### src/rtl/core/slrg_pkg.sv
// Package with types, constants and index helpers for the subtractive random generator.
`default_nettype none

package slrg_pkg;

    // Word and index widths.
    localparam int unsigned WordW = 30;
    localparam int unsigned PosW  = 6;
    localparam int unsigned SeedW = 28;

    // Generator constants.
    localparam logic [WordW-1:0] Modulus     = 30'd1000000000;
    localparam logic [SeedW-1:0] SeedBase    = 28'd161803398;
    localparam int unsigned      TableLen    = 55;
    localparam logic [PosW-1:0]  LastPos     = 6'd55;
    localparam logic [PosW-1:0]  ScatterStep = 6'd21;
    localparam logic [PosW-1:0]  LagStart    = 6'd31;
    localparam logic [PosW-1:0]  MixOther    = 6'd32;

    // Configuration register indexes.
    localparam logic RegSeed = 1'b0;

    // Sequencer states, one-hot.
    typedef enum logic [5:0] {
        ST_IDLE   = 6'b000001,
        ST_FILL   = 6'b000010,
        ST_MIX_RD = 6'b000100,
        ST_MIX_WR = 6'b001000,
        ST_GEN_RD = 6'b010000,
        ST_GEN_WR = 6'b100000
    } t_state;

    // Advance a table position by one, wrapping from 55 back to 1.
    function automatic logic [PosW-1:0] pos_next(input logic [PosW-1:0] pos);
        logic [PosW-1:0] res;
        res = (pos >= LastPos) ? 6'd1 : pos + 6'd1;
        return res;
    endfunction

    // Advance a position by the scatter step, modulo 55.
    function automatic logic [PosW-1:0] pos_scatter(input logic [PosW-1:0] pos);
        logic [PosW:0] sum;
        logic [PosW:0] res;
        sum = {1'b0, pos} + {1'b0, ScatterStep};
        res = (sum >= {1'b0, LastPos}) ? sum - {1'b0, LastPos} : sum;
        return res[PosW-1:0];
    endfunction

    // Memory address of a table position.
    function automatic logic [PosW-1:0] pos_addr(input logic [PosW-1:0] pos);
        logic [PosW-1:0] res;
        res = pos - 6'd1;
        return res;
    endfunction

endpackage

`default_nettype wire

### src/rtl/core/slrg_submod.sv
// Shared modular subtract unit: (a - b) mod 10^9 for operands below 10^9.
`default_nettype none

module slrg_submod
    import slrg_pkg::*;
(
    input  wire logic [WordW-1:0] i_a,
    input  wire logic [WordW-1:0] i_b,
    output logic      [WordW-1:0] o_diff
);

    logic [WordW:0] diff;

    // One wide subtract; on borrow the modulus is added back.
    always_comb begin
        diff = {1'b0, i_a} - {1'b0, i_b};
        if (diff[WordW]) begin
            o_diff = diff[WordW-1:0] + Modulus;
        end else begin
            o_diff = diff[WordW-1:0];
        end
    end

endmodule

`default_nettype wire

### src/rtl/core/slrg_table.sv
// Lag table memory: one write port and two registered read ports.
`default_nettype none

module slrg_table
    import slrg_pkg::*;
(
    input  wire logic             i_clk,
    input  wire logic             i_we,
    input  wire logic [PosW-1:0]  i_waddr,
    input  wire logic [WordW-1:0] i_wdata,
    input  wire logic [PosW-1:0]  i_raddr_a,
    input  wire logic [PosW-1:0]  i_raddr_b,
    output logic      [WordW-1:0] o_rdata_a,
    output logic      [WordW-1:0] o_rdata_b
);

    logic [WordW-1:0] r_mem [TableLen];

    // Write port.
    always_ff @(posedge i_clk) begin
        if (i_we) begin
            r_mem[i_waddr] <= i_wdata;
        end
    end

    // Two read ports with registered data.
    always_ff @(posedge i_clk) begin
        o_rdata_a <= r_mem[i_raddr_a];
        o_rdata_b <= r_mem[i_raddr_b];
    end

endmodule

`default_nettype wire

### src/rtl/core/subtractive_lagged_random_generator_top.sv
// An accepted beat, when the table is ready, passes a read state and then a write-back state
// through the shared subtract unit and the table ports; write-back waits for a free output register.
// A new beat is accepted only in idle, so only after the previous result has been written back.
// A beat that rebuilds the table first fills all 55 positions, then mixes them in four passes.
// Reset (synchronous, active low) clears the seed, the indices and the initialized flag; the
// first beat after reset always rebuilds the table.
`default_nettype none

module subtractive_lagged_random_generator_top
    import slrg_pkg::*;
(
    input  wire logic        i_clk,
    input  wire logic        i_rst_n,
    // Input stream.
    input  wire logic        i_s_tvalid,
    output logic             o_s_tready,
    input  wire logic [7:0]  i_s_tdata,   // [0] reseed, [7:1] zero
    // Output stream.
    output logic             o_m_tvalid,
    input  wire logic        i_m_tready,
    output logic [31:0]      o_m_tdata,   // [29:0] value, [31:30] zero
    // Configuration port.
    input  wire logic        i_psel,
    input  wire logic        i_penable,
    input  wire logic        i_pwrite,
    input  wire logic [2:0]  i_paddr,
    input  wire logic [31:0] i_pwdata,
    output logic [31:0]      o_prdata,
    output logic             o_pready
);

    t_state           r_state, n_state;
    logic [SeedW-1:0] r_seed;
    logic             r_init, n_init;
    logic [PosW-1:0]  r_idx_a, n_idx_a;
    logic [PosW-1:0]  r_idx_b, n_idx_b;
    logic [PosW-1:0]  r_cnt, n_cnt;
    logic [1:0]       r_pass, n_pass;
    logic [WordW-1:0] r_prev, n_prev;
    logic [WordW-1:0] r_cur, n_cur;
    logic             r_out_valid, n_out_valid;
    logic [WordW-1:0] r_out_data, n_out_data;

    logic             in_beat;
    logic             cfg_write;
    logic [SeedW-1:0] seed_sat;
    logic [WordW-1:0] sub_a, sub_b, sub_q;
    logic             mem_we;
    logic [PosW-1:0]  mem_waddr;
    logic [WordW-1:0] mem_wdata;
    logic [PosW-1:0]  rd_pos_a, rd_pos_b;
    logic [WordW-1:0] rd_a, rd_b;

    // Configuration port: always ready, seed at index zero.
    assign o_pready  = 1'b1;
    assign cfg_write = i_psel & i_penable & i_pwrite & o_pready;
    assign o_prdata  = (i_paddr[2] == RegSeed) ? {{(32-SeedW){1'b0}}, r_seed} : 32'd0;

    always_ff @(posedge i_clk) begin
        if (!i_rst_n) begin
            r_seed <= '0;
        end else if (cfg_write && (i_paddr[2] == RegSeed)) begin
            r_seed <= i_pwdata[SeedW-1:0];
        end
    end

    // Seed saturates so the first table value is never negative.
    assign seed_sat = (r_seed > SeedBase) ? SeedBase : r_seed;

    // Handshake.
    assign o_s_tready = (r_state == ST_IDLE);
    assign in_beat    = i_s_tvalid & o_s_tready;
    assign o_m_tvalid = r_out_valid;
    assign o_m_tdata  = {2'b00, r_out_data};

    // Shared subtract unit: fill recurrence or table operands.
    always_comb begin
        if (r_state == ST_FILL) begin
            sub_a = r_prev;
            sub_b = r_cur;
        end else begin
            sub_a = rd_a;
            sub_b = rd_b;
        end
    end

    slrg_submod u_submod (
        .i_a    (sub_a),
        .i_b    (sub_b),
        .o_diff (sub_q)
    );

    // Read addresses: the generate step reads at the advanced indices.
    always_comb begin
        if (r_state == ST_GEN_RD) begin
            rd_pos_a = pos_next(r_idx_a);
            rd_pos_b = pos_next(r_idx_b);
        end else begin
            rd_pos_a = r_idx_a;
            rd_pos_b = r_idx_b;
        end
    end

    slrg_table u_table (
        .i_clk     (i_clk),
        .i_we      (mem_we),
        .i_waddr   (mem_waddr),
        .i_wdata   (mem_wdata),
        .i_raddr_a (pos_addr(rd_pos_a)),
        .i_raddr_b (pos_addr(rd_pos_b)),
        .o_rdata_a (rd_a),
        .o_rdata_b (rd_b)
    );

    // Sequencer.
    always_comb begin
        n_state     = r_state;
        n_init      = r_init;
        n_idx_a     = r_idx_a;
        n_idx_b     = r_idx_b;
        n_cnt       = r_cnt;
        n_pass      = r_pass;
        n_prev      = r_prev;
        n_cur       = r_cur;
        n_out_valid = r_out_valid & ~i_m_tready;
        n_out_data  = r_out_data;
        mem_we      = 1'b0;
        mem_waddr   = pos_addr(r_idx_a);
        mem_wdata   = sub_q;

        case (r_state)
            ST_IDLE: begin
                if (in_beat) begin
                    if (i_s_tdata[0] || !r_init) begin
                        n_state = ST_FILL;
                        n_prev  = WordW'(SeedBase) - WordW'(seed_sat);
                        n_cur   = 30'd1;
                        n_idx_a = ScatterStep;
                        n_cnt   = '0;
                    end else begin
                        n_state = ST_GEN_RD;
                    end
                end
            end
            ST_FILL: begin
                mem_we = 1'b1;
                if (r_cnt == '0) begin
                    // The top position takes the seed-derived value.
                    mem_waddr = pos_addr(LastPos);
                    mem_wdata = r_prev;
                end else begin
                    // Scattered fill; the value written becomes the next previous one.
                    mem_waddr = pos_addr(r_idx_a);
                    mem_wdata = r_cur;
                    n_cur     = sub_q;
                    n_prev    = r_cur;
                    n_idx_a   = pos_scatter(r_idx_a);
                end
                n_cnt = r_cnt + 6'd1;
                if (r_cnt == LastPos - 6'd1) begin
                    n_state = ST_MIX_RD;
                    n_idx_a = 6'd1;
                    n_idx_b = MixOther;
                    n_cnt   = '0;
                    n_pass  = '0;
                end
            end
            ST_MIX_RD: begin
                n_state = ST_MIX_WR;
            end
            ST_MIX_WR: begin
                mem_we    = 1'b1;
                mem_waddr = pos_addr(r_idx_a);
                n_idx_a   = pos_next(r_idx_a);
                n_idx_b   = pos_next(r_idx_b);
                n_cnt     = r_cnt + 6'd1;
                n_state   = ST_MIX_RD;
                if (r_cnt == LastPos - 6'd1) begin
                    n_cnt  = '0;
                    n_pass = r_pass + 2'd1;
                    if (r_pass == 2'd3) begin
                        // Table ready: indices restart and the value follows.
                        n_init  = 1'b1;
                        n_idx_a = '0;
                        n_idx_b = LagStart;
                        n_state = ST_GEN_RD;
                    end
                end
            end
            ST_GEN_RD: begin
                n_idx_a = pos_next(r_idx_a);
                n_idx_b = pos_next(r_idx_b);
                n_state = ST_GEN_WR;
            end
            ST_GEN_WR: begin
                // Write back and present the value once the output register is free.
                if (!r_out_valid || i_m_tready) begin
                    mem_we      = 1'b1;
                    mem_waddr   = pos_addr(r_idx_a);
                    n_out_valid = 1'b1;
                    n_out_data  = sub_q;
                    n_state     = ST_IDLE;
                end
            end
            default: begin
                n_state = ST_IDLE;
            end
        endcase
    end

    // Control registers.
    always_ff @(posedge i_clk) begin
        if (!i_rst_n) begin
            r_state     <= ST_IDLE;
            r_init      <= 1'b0;
            r_idx_a     <= '0;
            r_idx_b     <= LagStart;
            r_cnt       <= '0;
            r_pass      <= '0;
            r_out_valid <= 1'b0;
        end else begin
            r_state     <= n_state;
            r_init      <= n_init;
            r_idx_a     <= n_idx_a;
            r_idx_b     <= n_idx_b;
            r_cnt       <= n_cnt;
            r_pass      <= n_pass;
            r_out_valid <= n_out_valid;
        end
    end

    // Payload registers.
    always_ff @(posedge i_clk) begin
        r_prev     <= n_prev;
        r_cur      <= n_cur;
        r_out_data <= n_out_data;
    end

endmodule

`default_nettype wire

### config.mk
export PLATFORM = sky130hd
export DESIGN_NAME = subtractive_lagged_random_generator_top
export DESIGN_NICKNAME = d
export VERILOG_FILES = /design/src/rtl/core/slrg_pkg.sv /design/src/rtl/core/slrg_submod.sv /design/src/rtl/core/slrg_table.sv /design/src/rtl/core/subtractive_lagged_random_generator_top.sv
export SDC_FILE = /design/constraint.sdc
export NUM_CORES = 2
export LEC_CHECK = 0
export ABC_CLOCK_PERIOD_IN_PS = 8650
export BUFFER_PORTS_ARGS = -buffer_cell sky130_fd_sc_hd__clkbuf_2
export CAP_MARGIN = 5
export CORE_ASPECT_RATIO = 1.4
export CORE_MARGIN = 2
export CORE_UTILIZATION = 41
export DETAILED_ROUTE_END_ITERATION = 16
export GPL_ROUTABILITY_DRIVEN = 0
export GPL_TIMING_DRIVEN = 0
export PLACE_DENSITY_LB_ADDON = 0.1
export SLEW_MARGIN = 20
export SYNTH_ARGS = -nofsm -noshare
export SYNTH_HDL_FRONTEND = slang
export SYNTH_SLANG_ARGS = --single-unit
### constraint.sdc
create_clock -name i_clk -period 8.65 [get_ports i_clk]
set_clock_uncertainty 0.15 [all_clocks]
set_input_delay 0.865 -clock i_clk [delete_from_list [all_inputs] [get_ports i_clk]]
set_output_delay 0.865 -clock i_clk [all_outputs]
set_load 0.01 [all_outputs]
==> run summary <==
Status: finished clean
Die height: 555.4 um
Hold EP: r_seed[1]$_SDFFE_PN0P_
Sw frac: 0.3903
CTS sink cnt: 1856
Unrepaired setup endpoints after global routing: no
H-tree levels: 4
Pin count of the biggest net entering global routing: 56
FMAX: 0.1169 GHz
Final Non-Filler Cells: 8769
Port buffer count: 95
Clk pin slew, worst setup/hold paths: 0.06 ns
Arrival time at the worst endpoint: 9.03 ns
Hold Path Class: primary input to register
Req. time, crit path: 9.13 ns
Vias in the first global route: 56.02k
Worst-margin pin slew: 1.369 ns
P&R area growth vs syn: 16.20%
Final Util: 0.4789
Relative max-transition margin: 0.08195
GRT Util Overall: 0.2888
Final ANT Viol Nets: 0
Fin. max-slew vios: 0
Global-route wire length before repair: 441900 um
Syn Std Cell Area: 0.08905 mm2
GRT Residual Overflow: 0
Placed insts: 8409
Cells on worst reg2reg path: 18
Most Frequent Cell on Critical Path: buf_4
Gate power share: 0.457
Cell internal pwr: 27.42 mW
Core Area: 0.2161 mm2
Worst IR Drop VDD: 0.6590 mV
Primary FF master, synth: edfxtp_1
Reg power frac: 0.361
DR vias/cell: 6.294
Reg2Reg Capture Point: u_table.o_rdata_a[0]$_DFF_P_
DPL Wire Length: 239900 um
Final hold violation count: 0
Residual DRC count: 0
Initial antenna violation count: 23
R2R setup slack: 0.1 ns
Nets@finish: 5847
Starting Density: 0.4121
Async set or reset register ratio after synthesis: 0
Routed Wire Length: 320000 um
Post-Synthesis Cells: 5300
Clk buf depth: 4
Synth warnings: 0
Delay of the slowest cell on the worst path: 0.92 ns
Num CTS Buffers: 194
Crit path cell chain: ha_1 -> a21o_1 -> a311oi_1 -> nor2_1 -> or2_1 -> buf_4 -> inv_4 -> buf_6 -> buf_6 -> buf_4 -> buf_4 -> ha_1 -> clkdlybuf4s15_1 -> clkdlybuf4s15_1 -> mux4_2 -> mux4_2 -> mux2i_1 -> o21ai_1
Most common cell after layout, fill and taps aside: edfxtp_1
Register area share after synthesis: 0.6128
Die area: 0.2210 mm2
Leakage: 33.03 nW
Root Buffer: clkbuf_16
Number of enable flip-flop cells after synthesis: 1740
Commonest cells after routing, fill and taps aside: edfxtp_1 (1740), mux4_2 (870), nand2_1 (523), clkbuf_1 (279), mux2i_1 (237)
# setup viols final: 0
Row count: 202
Buffers and inverters on the worst path: 8
Min cycle time layout: 8.551 ns
Hold_buf cts: 0
Crit-path slowest cell: clkdlybuf4s15_1
TritonRoute pass-1 iters: 6
# Post-CTS Setup Buffers: 0
CP Class: register to register
Drt wl/cell: 36.49 um
Critical path startpoint: r_idx_a[1]$_SDFFE_PN0P_
I/O pins: 117
CTS tree: done
Skew-Pair Late Insertion Delay: 0.86 ns
Clock power frac: 0.182
CP Capture Type: register
Unique masters post-synth: 88
CP Max Fanout: 10
Via count: 55.19k
Pwr dens: 434.6 mW/mm2
Yosys reg bits: 1856
Max cap viols: 0
Initial drt markers: 6271
R2r startpoint: r_idx_a[1]$_SDFFE_PN0P_
Final period util: 0.9885
Top delay family on crit path: buffers and inverters
Chip width: 397.9 um
Fillers: 18.25k
Hold Startpoint: i_pwdata[1]
Psw: 17.55 mW
Post-Syn Area per Cell: 16.80 um2
Hold path cells: 3
Critical path startpoint category: register
Share of cells above drive strength 1: 0.2832
==> routing by layer <==
layer  GRT usage  share of wire
met4      0.1726          0.071
met5           0              0
met1      0.3416           0.35
met2      0.4993           0.51
met3     0.04031          0.065
==> Yosys cell counts (5+ instances only) <==
library cell | count | share of area
a211o_1 | 5 | 0.00049
a211oi_1 | 109 | 0.0092
a21boi_0 | 9 | 0.00076
a21o_1 | 16 | 0.0013
a21oi_1 | 212 | 0.012
a22oi_1 | 8 | 0.00067
a311oi_1 | 64 | 0.0063
a31oi_1 | 42 | 0.0030
and2_1 | 81 | 0.0057
and3_1 | 12 | 0.00084
buf_1 | 13 | 0.00055
buf_2 | 108 | 0.0061
buf_4 | 17 | 0.0014
clkbuf_1 | 253 | 0.011
dfxtp_1 | 116 | 0.026
edfxtp_1 | 1740 | 0.59
ha_1 | 46 | 0.0065
inv_1 | 42 | 0.0018
mux2i_1 | 250 | 0.028
mux4_2 | 870 | 0.22
nand2_1 | 524 | 0.022
nand2b_1 | 18 | 0.0013
nand3_1 | 43 | 0.0024
nand4_1 | 11 | 0.00077
nand4b_1 | 6 | 0.00059
nor2_1 | 228 | 0.0096
nor2b_1 | 41 | 0.0029
nor3_1 | 24 | 0.0013
nor4_1 | 6 | 0.00042
o211ai_1 | 8 | 0.00067
o21a_1 | 12 | 0.0010
o21ai_0 | 89 | 0.0050
o21ai_1 | 74 | 0.0042
o22ai_1 | 10 | 0.00070
o31ai_1 | 5 | 0.00042
or2_1 | 5 | 0.00035
or2_2 | 7 | 0.00049
or3_1 | 11 | 0.00077
xnor2_1 | 47 | 0.0046
xor2_1 | 28 | 0.0028
==> cells by family (layout without fill, tap and decap cells) <==
group,count (synthesis),count (layout),share of synthesized area
flops,1856,1856,0.6128
buf+inv,440,1028,0.02115
compound gates,710,710,0.05065
xor+xnor,75,75,0.007376
fa+ha+maj,47,47,0.006688
simple gates,1047,1047,0.05260
other cells,2,27,0.00008433
mux,1123,1123,0.2486
==> stage by stage <==
| step | power (mW) | worst slack [ns] | TNS [ns] | hold slack (ns) | cell area [um2] |
|---|---|---|---|---|---|
| 2_1_floorplan | 24.30 | 1.192 | 0 | 0.2914 | 89070 |
| 3_3_place_gp | 26.12 | -4.951 | -3857.71 | 0.3085 | 93120 |
| 3_5_place_dp | 36.75 | -0.1375 | -2.850 | 0.3135 | 97360 |
| 4_1_cts | 44.91 | 0.1644 | 0 | 0.05887 | 103400 |
| 5_1_grt | 46.12 | 0.09281 | 0 | 0.08978 | 103500 |
| 6_report | 44.97 | 0.09929 | 0 | 0.1119 | 103500 |
==> worst register-to-register path, delay by kind of cell (launching register included) <==
kind	cells	cell delay, ns
multiplexers	3	1.91
buffers and inverters	8	3.43
flip-flops	1	0.41
AND/OR/NAND/NOR	2	0.38
AO/OA/AOI/OAI	3	1.00
adder cells (fa/ha/maj)	2	1.10
==> state kept, by name, indices dropped and copies added (netlist names) <==
name / cells
r_out_data: 30
r_state: 6
r_seed: 28
r_idx_b: 6
u_table.o_rdata_b: 30
u_table.o_rdata_a: 30
r_pass: 2
r_prev: 30
r_init: 1
r_idx_a: 6
r_cur: 30
r_cnt: 6
u_table.r_mem: 1650
o_m_tvalid: 1
==> final cells by class <==
class / count / area, um2 / share of cell area
Clock buffer: 237 / 5067 / 0.04897
Multi-Input combinational cell: 3009 / 33570 / 0.3244
Timing Repair Buffer: 250 / 3815 / 0.03687
Tap cell: 2856 / 3573 / 0.03453
Inverter: 45 / 171.4 / 0.001656
Buffer: 394 / 1735 / 0.01677
Clock inverter: 102 / 923.4 / 0.008923
Antenna cell: 20 / 50.05 / 0.0004836
Sequential cell: 1856 / 54570 / 0.5274
==> how the worst max path moves through the flow <==
stage | end | slack [ns] | depth (start not counted)
after floorplan | u_table.r_mem[0][24]$_DFFE_PP_ | 1.19 | 18
after global placement | u_table.r_mem[8][24]$_DFFE_PP_ | -4.95 | 20
after detailed placement | u_table.o_rdata_a[0]$_DFF_P_ | -0.14 | 19
after CTS | u_table.o_rdata_a[0]$_DFF_P_ | 0.16 | 18
after global routing | u_table.o_rdata_a[0]$_DFF_P_ | 0.09 | 18
final | u_table.o_rdata_a[0]$_DFF_P_ | 0.1 | 18
==> power groups by stage <==
stage               logic, mW  registers [mW]  clock network (mW)
floorplan                7.41            16.9                   0
global placement         11.5            14.6                   0
detailed placement       20.3            16.4                   0
CTS                      20.4            16.2                8.31
global route             21.3            16.2                8.61
finish                   20.5            16.2                8.20
==> what timing repair did <==
| item | CTS | global route |
|---|---|---|
| resized for setup | 1 | 9 |
| endpoints found under the hold margin | 0 | 0 |
| endpoints found under the setup margin | 59 | 64 |
| pin swaps | 0 | 0 |
(Power assumes the default switching activity.)
